--- src/design/vit_pkg.sv ---
// ----------------------------------------------------------------------------
// vit_pkg
// Shared types and constants of the value interning table: command codes,
// sequencer states, per-cell compare flags and default sizes.
// ----------------------------------------------------------------------------
package vit_pkg;

  // default sizes, handed to the top level parameters
  localparam int unsigned CAPACITY_DEF   = 1024;
  localparam int unsigned VALUE_BITS_DEF = 32;

  // fixed widths of the port fields
  localparam int unsigned CMD_W       = 2;
  localparam int unsigned PORT_ID_W   = 10;
  localparam int unsigned PORT_VAL_W  = 32;

  // cells per first-level group of the match tree
  localparam int unsigned GROUP_SIZE = 32;

  // command codes
  typedef enum logic [CMD_W-1:0] {
    CMD_ADD        = 2'd0,
    CMD_FIND_ID    = 2'd1,
    CMD_FIND_VALUE = 2'd2,
    CMD_CLEAR      = 2'd3
  } cmd_e;

  // sequencer states
  typedef enum logic [1:0] {
    ST_IDLE,
    ST_CMP,
    ST_RED,
    ST_EXEC
  } state_e;

  // compare flags of one cell against the query
  typedef struct packed {
    logic lt;
    logic eq;
  } cell_flags_t;

endpackage

--- src/design/vit_cell.sv ---
// ----------------------------------------------------------------------------
// vit_cell
// One slot of the sorted entry chain. Compares its entry against the query
// and, on an insert, either keeps its entry, takes the new entry, or takes
// the entry of its left neighbor so that the chain shifts right.
// ----------------------------------------------------------------------------
module vit_cell
  import vit_pkg::*;
#(
  parameter int unsigned IDX        = 0,
  parameter int unsigned VALUE_BITS = VALUE_BITS_DEF,
  parameter int unsigned ID_W       = 10,
  parameter int unsigned CNT_W      = 11
) (
  input  logic                         clk_i,
  input  logic                         shift_en_i,
  input  logic [CNT_W-1:0]             count_i,
  input  logic signed [VALUE_BITS-1:0] q_value_i,
  input  logic [ID_W-1:0]              q_id_i,
  input  logic signed [VALUE_BITS-1:0] left_value_i,
  input  logic [ID_W-1:0]              left_id_i,
  input  logic                         left_lt_i,
  output logic signed [VALUE_BITS-1:0] value_o,
  output logic [ID_W-1:0]              id_o,
  output cell_flags_t                  flags_o
);

  logic signed [VALUE_BITS-1:0] value_q;
  logic [ID_W-1:0]              id_q;
  logic                         live;

  // a slot holds an entry when it lies below the fill count
  assign live       = count_i > CNT_W'(IDX);
  assign flags_o.lt = live && (value_q < q_value_i);
  assign flags_o.eq = live && (value_q == q_value_i);

  // insert: first slot not below the query takes it, later slots shift right
  always_ff @(posedge clk_i) begin
    if (shift_en_i && !flags_o.lt) begin
      if (left_lt_i) begin
        value_q <= q_value_i;
        id_q    <= q_id_i;
      end else begin
        value_q <= left_value_i;
        id_q    <= left_id_i;
      end
    end
  end

  assign value_o = value_q;
  assign id_o    = id_q;

endmodule

--- config.mk ---
export PLATFORM = sky130hd
export DESIGN_NAME = vit_cell
export DESIGN_NICKNAME = d
export VERILOG_FILES = /design/src/design/vit_pkg.sv /design/src/design/vit_cell.sv
export SDC_FILE = /design/constraint.sdc
export NUM_CORES = 1
export LEC_CHECK = 0
export BUFFER_PORTS_ARGS = -buffer_cell sky130_fd_sc_hd__buf_4
export CORE_MARGIN = 5
export CORE_UTILIZATION = 49
export DETAILED_ROUTE_END_ITERATION = 16
export HOLD_SLACK_MARGIN = 0.03
export MAX_ROUTING_LAYER = met4
export PLACE_DENSITY_LB_ADDON = 0.12
export SYNTH_ARGS = -nofsm -noshare
export SYNTH_HDL_FRONTEND = slang
export SYNTH_SLANG_ARGS = --single-unit
--- constraint.sdc ---
create_clock -name clk_i -period 6.8 [get_ports clk_i]
set_input_delay 0.68 -clock clk_i [delete_from_list [all_inputs] [get_ports clk_i]]
set_output_delay 0.68 -clock clk_i [all_outputs]
set_load 0.02 [all_outputs]
==> After elaboration in Yosys (flattened, before gate mapping) <==
Index checks and enable logic that the tools add are counted.
{ "op_classes": {"n_shift": 0, "n_reduce_logical": 4, "n_eq_ne": 1, "n_lt_le_gt_ge": 2, "mul": 0, "bitwise_logic": 0, "muxes": 2, "div": 0, "add_sub_neg": 0} }
{ "ops": {"columns": ["cell", "count"], "rows": [
  ["32-bit == test", 1],
  ["32-bit < comparator", 1],
  ["32-bit 2-to-1 mux", 1],
  ["11-bit by 1-bit greater-than comparator with 1-bit output, second input constant", 1],
  ["10-bit 2-to-1 mux", 1],
  ["1-bit logical AND", 3],
  ["1-bit zero test", 1]
]} }
{ "word_totals": {"inputBits": 98, "elab_cells": 11, "ram_bits": 0, "mem_count": 0, "reg_bits": 42, "mem_bits_ro": 0, "latch_bits": 0} }

==> Depth between registers and ports, before layout <==
Gate-level depths: netlist of run 1.
{ "depth": {"word_depth": 4, "depth_mapped": 7, "mapped_depth_nobuf": 7} }

==> Worst setup path before layout of run 1 <==
No wires, ideal clock.
{ "synth_timing": {"path_kind": "input to register", "from": "in q_value_i[14]", "to": "reg id_q[0] (netlist: id_o[0]), enable pin", "arrival_time_ps": 3492, "required_ps": 6362, "cell_stages": 7, "n_path_buf": 0, "slack_ps": 2871, "path_cell_list": "inv_1 ha_1 nand4_2 nor4_2 a21boi_2 o41ai_2 a211oi_2"} }
{ "synth_between": {"elab_chain_len": 4} }
{ "synth_rtl": {"columns": ["element", "line", "rtl"], "rows": [
  ["start: declaration", "vit_cell.sv:18", "input logic signed [VALUE_BITS-1:0] q_value_i,"],
  ["32-bit < comparator", "vit_cell.sv:34", "assign flags_o.lt = live && (value_q < q_value_i);"],
  ["1-bit logical AND", "vit_cell.sv:34", null],
  ["1-bit zero test", "vit_cell.sv:39", "if (shift_en_i && !flags_o.lt) begin"],
  ["1-bit logical AND", "vit_cell.sv:39", null],
  ["end signal: assignment", "vit_cell.sv:42", "id_q <= q_id_i;"],
  ["end signal: assignment", "vit_cell.sv:45", "id_q <= left_id_i;"],
  ["end: declaration", "vit_cell.sv:29", "logic [ID_W-1:0] id_q;"]
]} }
Every way passes these cells.
A chain may end at the register's enable or synchronous reset.

==> Final worst setup path of run 1 <==
{ "layout_timing": {"from": "in q_value_i[15]", "to": "reg value_q[15] (netlist: value_o[15]), enable pin"} }
{ "layout_between": {"elab_chain_len": 4} }
{ "layout_rtl": {"columns": ["element", "line", "rtl"], "rows": [
  ["32-bit < comparator", "vit_cell.sv:34", null],
  ["1-bit logical AND", "vit_cell.sv:34", null],
  ["1-bit zero test", "vit_cell.sv:39", null],
  ["1-bit logical AND", "vit_cell.sv:39", null],
  ["end signal: assignment", "vit_cell.sv:41", "value_q <= q_value_i;"],
  ["end signal: assignment", "vit_cell.sv:44", "value_q <= left_value_i;"],
  ["end: declaration", "vit_cell.sv:28", "logic signed [VALUE_BITS-1:0] value_q;"]
]} }
Every way passes these cells.

==> qor.yml, run 1 <==
global_routing:
  global_route_wire_length_before_repair_um: 10800
  grt_pass1_vias: 2369
  groute.usage.overall: 0.195
  grt_antenna_before_repair: 0
  grt.overflow.total: 0
  grt_start_max_net_pins: 43
timing:
  worst_pin_slew_ps: 803
  period_minus_slack_ps: 3180
  grt_setup_unrepaired: "no"
  max_freq_ghz: 0.314
  finalHoldViolations: 0
  clock-skew-final_ps: 8.61
  fin_crit_sh: 0.468
  holdWs_ps: 678
  slew_viol_final: 0
  relative_slew_slack: 0.463
  report.final.setup_viol: 0
  setup_total_negative_slack_ps: 0
yosys:
  synth-edff-count: 42
  main_combinational_cell_family_by_area_after_synthesis: "multiplexers"
  yosys_register_bits: 42
  post_synth_fa_ha_maj_area_fraction: 0.150
  warnings_synthesis: 0
  ys_top_cells_by_count: "edfxtp_1 (42), mux2_2 (42), inv_1 (33)"
  postSynthCellCount: 212
  synthFlopType: "edfxtp_1"
  yosys.area.top_type_share: 0.472
  post_synth_and_or_nand_nor_area_fraction: 0.0772
  synth_sequential_area_ratio: 0.472
  synth-compound-area-share: 0.0693
  syn_avg_cell_area_um2: 12.6
  synth_cell_type_count: 30
  syn_nets: 342
  synth_async_sr_flop_share: 0
  synthMuxAreaShare: 0.177
  mappedNetlistArea_um2: 2670
  synth-xor-area-share: 0
  synth_top_cells_by_area: "edfxtp_1 (47%), mux2_2 (18%), ha_1 (15%)"
  yosysTopAreaCell: "edfxtp_1"
detailed_routing:
  detail_route.wirelength_um: 6630
  drtPass1Iterations: 4
  viasPerCell: 5.04
  detail_route.drc_violations: 0
  wl_per_cell_um: 15.5
  first_drt_iteration_drcs: 75
  dr_total_vias: 2154
  drtAntennaViolNets: 0
clocking:
  cts_root_buffer: "clkbuf_8"
  htree_num_levels: 2
  clk-insertion-delay-late_ps: 300
  cts_num_sinks: 42
  tritoncts.num_buffers: 5
  post_cts_buffers: 0
  post_cts.resized_instances: 0
  cts.reportedPaths.clkPinSlew_ps: 80
  cts_tree: "yes"
  cts.hold.buffers_added: 0
  cts-root-to-sink-buffers: 2
placed_design:
  dpl.hpwl_um: 5480
  final_estimated_routing_congestion_in_global_placement: 0.838
  io_buffer_count: 141
setup_path:
  biggest_cell_delay_along_the_critical_path_ps: 720
  worst-setup-path-type: "input port to flop"
  startpoint: "q_value_i[15]"
  r2r_start: "value_o[14]$_DFFE_PP_"
  endpoint_kind: "flop"
  critical_path.slowest_cell: "a211oi_4"
  timing.reg2reg.worst_path_depth: 7
  worst-path-max-fanout: 28
  timing.critical_path.from_type: "input port"
  critical-path-top-cell-by-count: "buf_4"
  cp.required_ps: 6760
  crit_arrival_ps: 3150
  critical_path.cell_chain: "buf_4 -> inv_1 -> ha_1 -> nand4_2 -> nor4_2 -> a21boi_2 -> o41ai_2 -> a211oi_4 -> buf_4"
power_and_ir_drop:
  vdd_ir_drop_max_uv: 133
  pwrdens_nw_per_um2: 196
  p_leak_nw: 1.84
floorplan:
  floorplan.die.height_um: 83.9
  num_rows: 26
  top_level_ports: 142
  core-area_um2: 5200
  die_area_um2: 7030
  floorplan.initialDensity: 0.514
  floorplan.die.width_um: 83.9
run_status:
  outcome: "complete, no violations"
layout:
  final_nets: 486
  synthToLayoutAreaGrowth_pct: 46.6
  drive_gt1_frac: 0.560
  n_antenna_cell: 0
run:
  drv.max_cap_violation_count: 0
worst_hold_path:
  worstHoldPathType: "input port to flop"
  min_from: "left_value_i[1]"
  timing.hold.worst_path_depth: 2
-- cells in the final DEF, fill, tap and decap left out, types with 3 or more instances in the layout --
cell	count
buf_4	142
mux2_2	42
edfxtp_1	42
inv_1	33
ha_1	32
a21oi_1	15
nand2_1	7
nand4_1	5
clkbuf_8	5
nand3_1	4
o21ai_0	3
-- area by class of cell --
class,instances,area [um2]
Clock inverter,3,40.0
Multi-Input combinational cell,132,1270
Timing Repair Buffer,142,1070
Clock buffer,5,68.8
Tap cell,70,87.6
Fill cell,373,1280
Inverter,33,124
Sequential cell,42,1260
-- power by group --
group	leakage [nW]	switching [mW]	internal [mW]	total (mW)
logic	1.39	0.119	0.117	0.235
registers	0.396	0.0127	0.322	0.335
clock network	0.0579	0.0881	0.108	0.196
-- through the flow --
step	util	instance area [um2]	power (mW)	worst slack (ps)	cells
after floorplan	-	2670	0.467	2870	212
after global placement	0.732	3810	0.573	3360	419
after detailed placement	0.732	3810	0.579	3280	419
after CTS	0.753	3920	0.775	3600	427
after global routing	0.753	3920	0.807	3460	427
final	0.753	3920	0.766	3620	427
-- critical path, delay by kind of cell --
family | cells | cell delay [ps]
fa+ha+maj | 1 | 320
compound gates | 3 | 1050
simple gates | 2 | 490
buf+inv | 3 | 590
-- worst paths after layout --
kind	end	slack, ps
setup / recovery	value_o[15]$_DFFE_PP_	3620
hold / removal	value_o[1]$_DFFE_PP_	680
setup reg to reg	value_o[15]$_DFFE_PP_	3680
hold reg to reg	id_o[5]$_DFFE_PP_	1200
-- logic make-up after synthesis --
family / Yosys count
muxes: 42
DFF: 42
buffers and inverters: 38
adders and majority gates: 32
and+or+nand+nor: 30
AOI/OAI and AO/OA: 28
-- sequential cells by signal, indices dropped and copies added (netlist names) --
register  flops
id_o         10
value_o      32
-- layer usage --
metal	global-route usage	vias up	part of all wire
li1	-	1071	-
met1	0.205	994	0.38
met2	0.353	81	0.53
met3	0.0573	8	0.070
met4	0.0556	0	0.014
met5	-	-	0
No activity file was read; power rests on OpenSTA's default activity.
==> run 2, diff against run 1 <==
Settings changed: CORE_UTILIZATION 49 to 45.
Clock period 6.8 ns to 3 ns, I/O delays scaled along.
==> run 2 against run 1 <==
Via count increased by 0.23%. Highest routed layer unchanged. First-iteration DRC count decreased by 35%. Worst hold slack got worse by 370 ps.
==> qor.yml, run 2 (synthesis results as in run 1) <==
detailed_routing:
  detail_route.wirelength_um: 6530  # -1.4%
  drtAntennaViolNets: 0  # unchanged
  drtPass1Iterations: 4  # unchanged
  first_drt_iteration_drcs: 49  # -35%
  wl_per_cell_um: 15.1  # -2.8%
  viasPerCell: 4.99  # -1.2%
  detail_route.drc_violations: 0  # unchanged
  dr_total_vias: 2159  # +0.23%
layout:
  n_antenna_cell: 0  # unchanged
  final_nets: 487  # +0.21%
  synthToLayoutAreaGrowth_pct: 47.8
  finish.cell_count_without_fillers: 433  # +1.4%
  final_cell_mix: "buf_4 (143), mux2_2 (42), edfxtp_1 (42)"
  register_area_um2: 1260  # unchanged
  drive_gt1_frac: 0.570  # +0.00961
  layout.cells.most_common: "buf_4"
  filler_cell_count: 470  # +26%
  multi_input_area_um2: 1310  # +3.0%
  largest_register_ff_count: 32  # unchanged
global_routing:
  groute.usage.overall: 0.177  # -0.0175
  grt.overflow.total: 0  # unchanged
  grt_pass1_vias: 2256  # -4.8%
  grt_start_max_net_pins: 43  # unchanged
  global_route_wire_length_before_repair_um: 10100  # -6.5%
  grt_antenna_before_repair: 0  # unchanged
clocking:
  cts_num_sinks: 42  # unchanged
  cts.hold.buffers_added: 0  # unchanged
  cts-root-to-sink-buffers: 2  # unchanged
  cts.reportedPaths.clkPinSlew_ps: 80  # about the same
  cts_tree: "yes"
  tritoncts.num_buffers: 5  # unchanged
  cts_root_buffer: "clkbuf_8"
  post_cts.resized_instances: 0  # unchanged
  post_cts_buffers: 0  # unchanged
  htree_num_levels: 2  # unchanged
  clk-insertion-delay-late_ps: 290  # about the same
floorplan:
  top_level_ports: 142  # unchanged
  core-area_um2: 5850  # +12%
  die_area_um2: 7580  # +7.8%
  num_rows: 28  # +7.7%
  floorplan.initialDensity: 0.457  # -0.0567
  floorplan.die.height_um: 87.1  # +3.8%
  floorplan.die.width_um: 87.1  # +3.8%
timing:
  finalHoldViolations: 0  # unchanged
  relative_slew_slack: 0.625  # +0.162
  slew_viol_final: 0  # unchanged
  max_freq_ghz: 0.396
  worst_pin_slew_ps: 563  # -240 ps
  fin_crit_sh: 0.843
  report.final.setup_viol: 0  # unchanged
  period_minus_slack_ps: 2530
  grt_setup_unrepaired: "no"
  clock-skew-final_ps: 4.60  # -4.01 ps
placed_design:
  final_estimated_routing_congestion_in_global_placement: 0.828  # -1.1%
  io_buffer_count: 141  # unchanged
  dpl.hpwl_um: 5410  # -1.2%
  placedCellCount: 425  # +1.4%
power_and_ir_drop:
  fin_total_pwr_mw: 1.67  # +120%
  pwrdens_nw_per_um2: 422  # +120%
  vdd_ir_drop_max_uv: 256  # +92%
  p_leak_nw: 1.83  # -0.46%
run:
  drv.max_cap_violation_count: 0  # unchanged
setup_path:
  crit_arrival_ps: 2230  # -920 ps
  worst-path-max-fanout: 3  # -89%
  r2r_slack_ps: 520  # -3160 ps
  timing.critical_path.from_type: "flop"
  endpoint_kind: "output pin"
  cp.required_ps: 2700  # -4060 ps
  worst-setup-path-type: "flop to output pin"
worst_hold_path:
  worstHoldPathType: "input port to flop"
run_status:
  outcome: "complete, no violations"
## run 2: changes by cell type in the layout (fill, tap and decap cells not counted)
cell,change
clkinv_4,+1
ha_1,-3
clkinv_2,-1
buf_4,+1
clkinvlp_4,+1
ha_4,+3
bufinv_16,-1
## run 2: final timing paths
path / from / to / cells after the start
max: value_o[23]$_DFFE_PP_ / flags_o[1] / 7
min: left_value_i[5] / value_o[5]$_DFFE_PP_ / 2
max reg2reg: value_o[11]$_DFFE_PP_ / id_o[3]$_DFFE_PP_ / 7
min reg2reg: value_o[28]$_DFFE_PP_ / value_o[13]$_DFFE_PP_ / 6
## run 2: cell type report
cell class | count | area share
multi-input cells | 132 | 0.331
flip-flops and latches | 42 | 0.319
well taps | 75 | 0.0237
clock buffers | 5 | 0.0174
inverters | 33 | 0.0313
repair buffers | 143 | 0.272
clock inverters | 3 | 0.00538
## run 2: power breakdown
| part | leakage, nW | internal, mW | switching [mW] |
|---|---|---|---|
| clock network | 0.0441 | 0.164 | 0.205 |
| registers | 0.396 | 0.730 | 0.0303 |
| logic | 1.39 | 0.271 | 0.269 |
## run 2: stage by stage
step,cell area [um2],TNS (ps),hold WS (ps),worst slack (ps),utilization
2_1_floorplan,2720,-5730,520,-136,-
3_3_place_gp,3860,0,603,501,0.660
6_report,3950,0,304,472,0.676
3_5_place_dp,3860,0,605,488,0.660
4_1_cts,3950,0,293,447,0.676
5_1_grt,3950,0,293,293,0.676
## run 2: routing by layer
metal	vias to the layer above	part of all wire	wire, um	global-route usage
met5	-	0	0	-
met3	8	0.089	580	0.0416
met2	91	0.51	3310	0.298
met4	0	0.012	78	0.0510
li1	1073	-	-	-
met1	987	0.39	2570	0.212
## run 2: worst max-delay path, stage by stage (launching register included)
cell	delay, ps
edfxtp_1	410
ha_1	330
a21oi_1	150
o21ai_0	110
a221oi_1	330
and4_1	310
a21o_1	160
buf_4	150
